===== src/ptts_pkg.sv =====
package ptts_pkg;

   // Table geometry
   localparam int TASK_SLOTS = 8;
   localparam int COUNT_BITS = 16;
   localparam int SLOT_BITS  = (TASK_SLOTS > 1) ? $clog2(TASK_SLOTS) : 1;
   // Walk counter must also hold TASK_SLOTS itself
   localparam int CNT_W      = $clog2(TASK_SLOTS + 1);

   typedef enum logic [2:0] {
      MODE_CREATE  = 3'd0,
      MODE_DELETE  = 3'd1,
      MODE_SUSPEND = 3'd2,
      MODE_RESUME  = 3'd3,
      MODE_TICK    = 3'd4
   } mode_type;

   typedef enum logic [1:0] {
      ST_IDLE,
      ST_WALK,
      ST_FLUSH
   } state_type;

   typedef struct packed {
      mode_type    mode;
      logic [2:0]  slot;
      logic [15:0] period;
      logic [15:0] first_delay;
   } req_type;

   typedef struct packed {
      logic [2:0] due_slot;
      logic       last;
   } rsp_type;

   // One table entry: reload period and running countdown
   typedef struct packed {
      logic [COUNT_BITS-1:0] reload;
      logic [COUNT_BITS-1:0] countdown;
   } entry_type;

endpackage


===== src/ptts_ram.sv =====
module ptts_ram #(
   parameter int WIDTH = 32,
   parameter int DEPTH = 8,
   localparam int ADDR_W = (DEPTH > 1) ? $clog2(DEPTH) : 1
) (
   input  logic              clock,
   input  logic              wr_en,
   input  logic [ADDR_W-1:0] wr_addr,
   input  logic [WIDTH-1:0]  wr_data,
   input  logic              rd_en,
   input  logic [ADDR_W-1:0] rd_addr,
   output logic [WIDTH-1:0]  rd_data
);

   logic [WIDTH-1:0] mem_ff [DEPTH];
   logic [WIDTH-1:0] rd_data_ff;

   // Write one entry per cycle
   always_ff @(posedge clock) begin
      if (wr_en) begin
         mem_ff[wr_addr] <= wr_data;
      end
   end

   // Register the read data
   always_ff @(posedge clock) begin
      if (rd_en) begin
         rd_data_ff <= mem_ff[rd_addr];
      end
   end

   assign rd_data = rd_data_ff;

endmodule


===== src/periodic_task_tick_scheduler.sv =====
// Create, delete, suspend and resume words complete while idle; busy stays low.
// A tick word holds busy through the walk and the flush: the
// walk reads one table entry a cycle from the registered-read RAM, then flushes.
// Due slots leave in slot order, each in the cycle that the next due slot is found,
// the final one with last set in the flush cycle; the receiver cannot stall.
// Synchronous reset empties every slot; the countdown table needs no clearing.
module periodic_task_tick_scheduler (
   input  logic              clock,
   input  logic              reset,
   input  logic              start,
   output logic              busy,
   input  ptts_pkg::req_type req_data,
   output logic              rsp_strobe,
   output ptts_pkg::rsp_type rsp_data
);

   localparam int EW = $bits(ptts_pkg::entry_type);

   ptts_pkg::state_type                state_ff, state_in;
   logic [ptts_pkg::CNT_W-1:0]         cnt_ff, cnt_in;
   logic [ptts_pkg::SLOT_BITS-1:0]     proc_slot_ff, proc_slot_in;
   logic                               pend_vld_ff, pend_vld_in;
   logic [ptts_pkg::SLOT_BITS-1:0]     pend_slot_ff, pend_slot_in;
   logic [ptts_pkg::TASK_SLOTS-1:0]    present_ff, present_in;
   logic [ptts_pkg::TASK_SLOTS-1:0]    suspended_ff, suspended_in;

   logic                               accept;
   logic                               slot_ok;
   logic [ptts_pkg::SLOT_BITS-1:0]     slot_idx;
   logic                               wr_en;
   logic [ptts_pkg::SLOT_BITS-1:0]     wr_addr;
   ptts_pkg::entry_type                wr_entry;
   logic                               rd_en;
   logic [ptts_pkg::SLOT_BITS-1:0]     rd_addr;
   logic [EW-1:0]                      rd_raw;
   ptts_pkg::entry_type                rd_entry;

   ptts_ram #(
      .WIDTH (EW),
      .DEPTH (ptts_pkg::TASK_SLOTS)
   ) u_table (
      .clock   (clock),
      .wr_en   (wr_en),
      .wr_addr (wr_addr),
      .wr_data (wr_entry),
      .rd_en   (rd_en),
      .rd_addr (rd_addr),
      .rd_data (rd_raw)
   );

   assign rd_entry = ptts_pkg::entry_type'(rd_raw);
   assign busy     = (state_ff != ptts_pkg::ST_IDLE);
   assign accept   = start && !busy;
   assign slot_ok  = int'(req_data.slot) < ptts_pkg::TASK_SLOTS;
   assign slot_idx = ptts_pkg::SLOT_BITS'(req_data.slot);

   // Control state
   always_ff @(posedge clock) begin
      if (reset) begin
         state_ff     <= ptts_pkg::ST_IDLE;
         pend_vld_ff  <= 1'b0;
         present_ff   <= '0;
         suspended_ff <= '0;
      end else begin
         state_ff     <= state_in;
         pend_vld_ff  <= pend_vld_in;
         present_ff   <= present_in;
         suspended_ff <= suspended_in;
      end
   end

   // Walk position and pending due slot
   always_ff @(posedge clock) begin
      cnt_ff       <= cnt_in;
      proc_slot_ff <= proc_slot_in;
      pend_slot_ff <= pend_slot_in;
   end

   // Decode commands, walk the table and hand out due slots
   always_comb begin
      state_in          = state_ff;
      cnt_in            = cnt_ff;
      proc_slot_in      = proc_slot_ff;
      pend_vld_in       = pend_vld_ff;
      pend_slot_in      = pend_slot_ff;
      present_in        = present_ff;
      suspended_in      = suspended_ff;
      wr_en             = 1'b0;
      wr_addr           = proc_slot_ff;
      wr_entry.reload   = rd_entry.reload;
      wr_entry.countdown = rd_entry.countdown - ptts_pkg::COUNT_BITS'(1);
      rd_en             = 1'b0;
      rd_addr           = cnt_ff[ptts_pkg::SLOT_BITS-1:0];
      rsp_strobe        = 1'b0;
      rsp_data.due_slot = 3'(pend_slot_ff);
      rsp_data.last     = 1'b0;

      case (state_ff)
         ptts_pkg::ST_IDLE: begin
            if (accept) begin
               case (req_data.mode)
                  ptts_pkg::MODE_CREATE: begin
                     if (slot_ok) begin
                        wr_en                  = 1'b1;
                        wr_addr                = slot_idx;
                        wr_entry.reload        = ptts_pkg::COUNT_BITS'(req_data.period);
                        wr_entry.countdown     = ptts_pkg::COUNT_BITS'(req_data.first_delay);
                        present_in[slot_idx]   = 1'b1;
                        suspended_in[slot_idx] = 1'b0;
                     end
                  end
                  ptts_pkg::MODE_DELETE: begin
                     if (slot_ok) begin
                        present_in[slot_idx]   = 1'b0;
                        suspended_in[slot_idx] = 1'b0;
                     end
                  end
                  ptts_pkg::MODE_SUSPEND: begin
                     if (slot_ok && present_ff[slot_idx]) begin
                        suspended_in[slot_idx] = 1'b1;
                     end
                  end
                  ptts_pkg::MODE_RESUME: begin
                     if (slot_ok && present_ff[slot_idx]) begin
                        suspended_in[slot_idx] = 1'b0;
                     end
                  end
                  ptts_pkg::MODE_TICK: begin
                     // issue the read of slot 0
                     rd_en        = 1'b1;
                     rd_addr      = '0;
                     proc_slot_in = '0;
                     cnt_in       = ptts_pkg::CNT_W'(1);
                     pend_vld_in  = 1'b0;
                     state_in     = ptts_pkg::ST_WALK;
                  end
                  default: begin
                  end
               endcase
            end
         end

         ptts_pkg::ST_WALK: begin
            // update the entry read last cycle
            if (present_ff[proc_slot_ff] && !suspended_ff[proc_slot_ff]) begin
               wr_en = 1'b1;
               if (rd_entry.countdown == '0) begin
                  wr_entry.countdown = rd_entry.reload;
                  // a later due slot means the pending one is not last
                  rsp_strobe   = pend_vld_ff;
                  pend_vld_in  = 1'b1;
                  pend_slot_in = proc_slot_ff;
               end
            end
            // advance the read side
            if (cnt_ff == ptts_pkg::CNT_W'(ptts_pkg::TASK_SLOTS)) begin
               state_in = ptts_pkg::ST_FLUSH;
            end else begin
               rd_en        = 1'b1;
               proc_slot_in = cnt_ff[ptts_pkg::SLOT_BITS-1:0];
               cnt_in       = cnt_ff + ptts_pkg::CNT_W'(1);
            end
         end

         ptts_pkg::ST_FLUSH: begin
            // release the final due slot
            rsp_strobe    = pend_vld_ff;
            rsp_data.last = 1'b1;
            pend_vld_in   = 1'b0;
            state_in      = ptts_pkg::ST_IDLE;
         end

         default: begin
            state_in = ptts_pkg::ST_IDLE;
         end
      endcase
   end

endmodule


===== config.mk =====
export PLATFORM = sky130hd
export DESIGN_NAME = periodic_task_tick_scheduler
export DESIGN_NICKNAME = d
export VERILOG_FILES = /design/src/ptts_pkg.sv /design/src/ptts_ram.sv /design/src/periodic_task_tick_scheduler.sv
export SDC_FILE = /design/constraint.sdc
export NUM_CORES = 1
export LEC_CHECK = 0
export ABC_CLOCK_PERIOD_IN_PS = 8550
export BUFFER_PORTS_ARGS = -buffer_cell sky130_fd_sc_hd__buf_2
export CORE_ASPECT_RATIO = 0.7
export CORE_MARGIN = 5
export CORE_UTILIZATION = 56
export DETAILED_ROUTE_END_ITERATION = 10
export GPL_TIMING_DRIVEN = 0
export PLACE_DENSITY = 0.78
export SYNTH_ARGS = -nofsm -noshare
export SYNTH_HDL_FRONTEND = slang
export SYNTH_HIERARCHICAL = 1
export SYNTH_SLANG_ARGS = --single-unit

===== constraint.sdc =====
create_clock -name clock -period 8.55 [get_ports clock]
set_clock_uncertainty 0.2 [all_clocks]
set_input_delay 0.855 -clock clock [delete_from_list [all_inputs] [get_ports clock]]
set_output_delay 0.855 -clock clock [all_outputs]
set_load 0.01 [all_outputs]

Word-level counts from Yosys, hierarchy flattened
Memory sizes are Yosys's and may differ from the RTL's. A register that Yosys moved wholly into a read port is not among the register bits. Index checks and enable logic that the tools add are counted.

Register bits after elaboration: 29. Bits in writable memories: 256. Input bits: 41. Output and inout bits: 6. Logic and storage cells: 108. Memories kept: 1.

Memories: u_table.mem_ff (words 8, bits a word 32, rd ports 1, clocked after Yosys merged registers in 1, wr ports 1, RTL line ptts_ram.sv:15) `logic [WIDTH-1:0] mem_ff [DEPTH];`.

$add $sub $neg: 2. $lt $le $gt $ge: 3. Eq/ne operators: 15. Mux-type cells: 55. Bitwise gates (word level): 5. Reduce and logical (&&, ||, !) cells: 20.

Operators by type and width (number): $mux W32 (2); $mux W16 (3); $pmux W16 S2 (1); $mux W3 (9); $pmux W8 S3 (1); $mux W1 (19); $and A8 B8 Y8 (2); $logic_not A16 Y1 (1); $mux W8 (2); $or A8 B8 Y8 (2); $pmux W8 S2 (1); $sub A16 B1 Y16 const B (1); $ne A2 B2 Y1 const B (7); $mux W4 (3); $reduce_and A5 Y1 (2); $bmux W1 S3 (3); $reduce_and A3 Y1 (3); $lt A3 B4 Y1 const B (2); $not A8 Y8 (1); $pmux W4 S2 (1); $eq A3 B2 Y1 const B (2); $mux W2 (3); $pmux W1 S2 (3); $pmux W3 S2 (1); other kinds (19) (25).

Depth between registers and ports, before layout
Depth in word-level cells: 8. Depth in mapped cells: 11. Depth with buffers taken out: 8.

Cells and area by module
The synthesis kept the hierarchy.

By module, submodules not included: ptts_ram (times used 1, cells each 415, area an instance 10786.6 µm², sequential area each 8648.3 µm²); periodic_task_tick_scheduler (times used 1, cells each 335, area an instance 2496.1 µm², sequential area each 680.7 µm²).

Worst setup path before layout
OpenSTA, ideal clock, no wires.

Kind: input port to flip-flop. From: in req_data[37] in the netlist's numbering. To: mem u_table.mem_ff[4][0] (enable). Setup time: 0.461 ns. Arrival time: 4.421 ns. Data required time: 7.889 ns. Path slack: 3.468 ns. Stages on the path: 8. Buffers on the path: 2. Cells stage by stage: nand3b_1 nor3_1 clkbuf_1 clkbuf_1 nand2_1 nand2_1 nand2_1 nor3_1.

Elaborated cells on any way between the ends: 9. Those cells by class: mux (8); reduce/logical (1).

RTL lines: start, declared (RTL line periodic_task_tick_scheduler.sv:12) `input ptts_pkg::req_type req_data,`; $logic_not A3 Y1 (RTL line periodic_task_tick_scheduler.sv:101) `case (req_data.mode)`; $mux W3 (RTL line periodic_task_tick_scheduler.sv:101); $mux W3 (RTL line periodic_task_tick_scheduler.sv:100) `if (accept) begin`; $mux W3 (RTL line periodic_task_tick_scheduler.sv:98) `case (state_ff)`; via wr_addr (one bit) (RTL line periodic_task_tick_scheduler.sv:31) `logic [ptts_pkg::SLOT_BITS-1:0] wr_addr;`; end, declared (RTL line ptts_ram.sv:15).

The timed path passes the listed nets, and every way through them passes these cells.

Worst setup path after layout
From: reg state_ff[0]. To: mem u_table.mem_ff[4][5] (enable).

Elaborated cells on any way between the ends: 11. Those cells by class: eq/ne (1); mux (6); reduce/logical (4).

RTL lines: start, declared (RTL line periodic_task_tick_scheduler.sv:19) `ptts_pkg::state_type state_ff, state_in;`; start signal, assigned (RTL line periodic_task_tick_scheduler.sv:60) `state_ff <= ptts_pkg::ST_IDLE;`; start signal, assigned (RTL line periodic_task_tick_scheduler.sv:65) `state_ff <= state_in;`; $reduce_bool A2 Y1 (RTL line periodic_task_tick_scheduler.sv:52) `assign busy = (state_ff != ptts_pkg::ST_IDLE);`; $logic_not A1 Y1 (RTL line periodic_task_tick_scheduler.sv:53) `assign accept = start && !busy;`; $logic_and A1 B1 Y1 (RTL line periodic_task_tick_scheduler.sv:53); $mux W3 (RTL line periodic_task_tick_scheduler.sv:100); $mux W3 * (RTL line periodic_task_tick_scheduler.sv:98); via wr_addr (one bit) (RTL line periodic_task_tick_scheduler.sv:31).

Mark *: on every way through the listed nets, which the timed path passes. The rest lies on a longest branch.

==> flow_summary.toml <==
[worst_setup_path]
slowest_stage = "nor3_2"
cp_cell_sequence = "inv_1 > ha_1 > clkbuf_1 > nand3b_1 > nor3_1 > clkbuf_1 > clkbuf_1 > nand2_1 > nand2_1 > nand2_1 > nor3_2 > buf_4 > buf_6"
max_stage_delay_ns = 0.78
crit_family = "simple AND/OR/NAND/NOR gates"
crit_type = "reg2reg"
worstPathRequired_ns = 8.60
cp_max_fo = 10
start_kind = "register"
path_buf_inv = 6
worstPathArrival_ns = 5.02
worst_setup_path_end_kind = "register"

[global_routing]
grt_pass1_wl_um = 43600
antenna_found_initial = 1
first_global_vias = 7161
grtUsageTotal_pct = 21.2
grt_max_degree = 26
overflow = 0

[synthesis]
yosysWarnings = 6
synth-seq-cells = 317
synth_top_cell_by_area = "edfxtp_1"
synth_ff_type = "edfxtp_1"
syn_avg_cell_area_um2 = 17.7
yosys-top-cells-count = "edfxtp_1, nand2_1, mux4_1, mux2_2, nor2_1"
yosysMostFrequentCell = "edfxtp_1"
synth_cell_types = 52
yosys.area.top_type_share_pct = 67.4
synth_seq_area_share_pct = 70.2
netlist_area_um2 = 13300
async_flop_share_pct = 0
syn_inst = 750
synth_fp_nets = 799
ys_top_cells_by_area = "edfxtp_1, mux4_1, mux4_2, dfxtp_1, mux2_2"
synth_edf_count = 298

[die]
die_h_um = 139
start_util_pct = 56.5
die_area_um2 = 26900
io_pins = 47
dieWidth_um = 194
core_area_um2 = 23500
row_count = 47

[route]
wire_per_inst_um = 24.5
antenna_left = 0
wirelength_um = 28900
drt_iter0_drc = 830
drc = 0
viasPerCell = 6.12
firstDrtPassIters = 5
vias = 7236

[run_status]
outcome = "completed"

[place]
dp_hpwl_um = 19000
port_buffers = 46
place_area_um2 = 14200
place_congestion = 0.875

[timing]
fin_hold_ws_ns = 0.283
hold_viol = 0
rsz0062_at_grt = "false"
fin_crit_sh_pct = 58.2
max_slew_margin_pct = 28.1
fin_crit_ns = 4.97
max_freq_ghz = 0.201
tightest_slew_ns = 1.07
setup_viol = 0
final_max_slew_viol_count = 0
setup_tns_ns = 0

[layout]
n_antenna_cell = 0
final-seq-area_um2 = 9330
finalNetCount = 890
drive_gt1_share_pct = 22.7
final_area_um2 = 15100
fillers = 1601
syn_to_final_growth_pct = 13.4
multiInputGateArea_um2 = 3700

[pwr]
powerDensity_nw_per_um2 = 204
vdd_drop_max_v = 0.000170
power.leakage_uw = 0.00503
power.total_uw = 3070

[clock_network]
clkLatencyLatePin_ns = 0.55
cts_tree = "built"
postCtsResizedCells = 0
cts_setup_buffers = 0
clkTransAtPathRegs_ns = 0.07
cts_hold_buffers = 0
cts_buffers = 29
htreeDepth = 1
cts_sinks = 317
cts_buffer_depth = 3
cts_root_buffer = "clkbuf_16"

[worst_hold_path]
hold_path_class = "reg2reg"

[flow_run]
cap_violations = 0
[metrics by stage]
step	util (%)	setup WS, ns	cells
finish	64.0	3.58	1182
global route	64.0	3.28	1182
CTS	64.0	3.68	1181
detailed placement	60.3	3.63	1127
global placement	59.1	0.428	1114
floorplan	-	3.47	750
[sequential cells by signal (all words and copies together) (netlist names), named ones only]
register	flops
proc_slot_ff	3
u_table/mem_ff	256
pend_vld_ff	1
cnt_ff	4
pend_slot_ff	3
state_ff	2
u_table/rd_data	32
[tightest hold or removal path: cells and delay by family (launching register included)]
kind	cells	cell delay (ns)
buffers and inverters	1	0.07
AOI/OAI and AO/OA	1	0.07
DFF	1	0.30
[layout make-up]
class,count,area share [%]
buffer,39,1.48
tap,318,2.64
clock buffer,35,4.97
clock inverter,19,0.806
sequential,317,61.9
multi-input combinational,371,24.6
timing repair buffer,60,3.01
inverter,23,0.573
[cells by family after synthesis]
group           count (synthesis)  share of synthesized area (%)
mux                           107                           15.6
fa+ha+maj                       8                          0.754
flops                         317                           70.2
buf+inv                        62                           2.33
compound gates                 59                           3.21
xor+xnor                       16                           1.05
simple gates                  181                           6.80
[worst paths after layout]
| check | from | end | slack [ns] | cells after the start |
|---|---|---|---|---|
| setup / recovery | state_ff[0] | u_table/mem_ff[4][5] | 3.58 | 13 |
| hold / removal | register | register | 0.28 | 2 |
| setup reg to reg | state_ff[0] | u_table/mem_ff[4][5] | 3.58 | 13 |
| hold reg to reg | register | register | 0.28 | 2 |
[routing by layer]
| layer | global-route usage, % | wire length [um] | up-vias |
|---|---|---|---|
| li1 | - | - | 3172 |
| met1 | 31.4 | 12200 | 3721 |
| met2 | 33.8 | 13800 | 293 |
| met3 | 3.98 | 2250 | 50 |
| met4 | 4.62 | 657 | 0 |
| met5 | 0 | 0 | - |
[power breakdown]
group / switching [uW] / internal (uW)
clock: 544 / 654
sequential: 7.88 / 1720
combinational: 91.0 / 57.5
total: 643 / 2430
[cells in the final DEF (no fill, tap or decap), types with 4 or more instances in the layout]
master     Yosys  layout
buf_6          9      13
nor2_1        31      25
nand2_1       70      69
inv_1         22      22
o221ai_1      10      10
mux4_1        40      40
buf_12         0       6
nor4_1         5       5
edfxtp_1     298     298
or3_1          4       4
o21ai_0       21      21
dfxtp_1       19      19
buf_1          4       4
xnor2_1       12      12
clkinv_2       0       9
buf_2          7      53
clkbuf_16      0      29
and2_1         4       4
nor3b_1        5       5
mux4_2        25      25
nand2b_1      11      11
nor2_4         0       6
mux2i_1       10      10
ha_1           8       8
mux2_2        32      32
xor2_1         4       4
nand3_1        5       5
clkbuf_1      19      25
nor3_1        23      21
o31ai_1        4       4
clkinv_1       1       7
nor2b_1        5       5
a21oi_1        8       8
(Power assumes the default switching activity.)
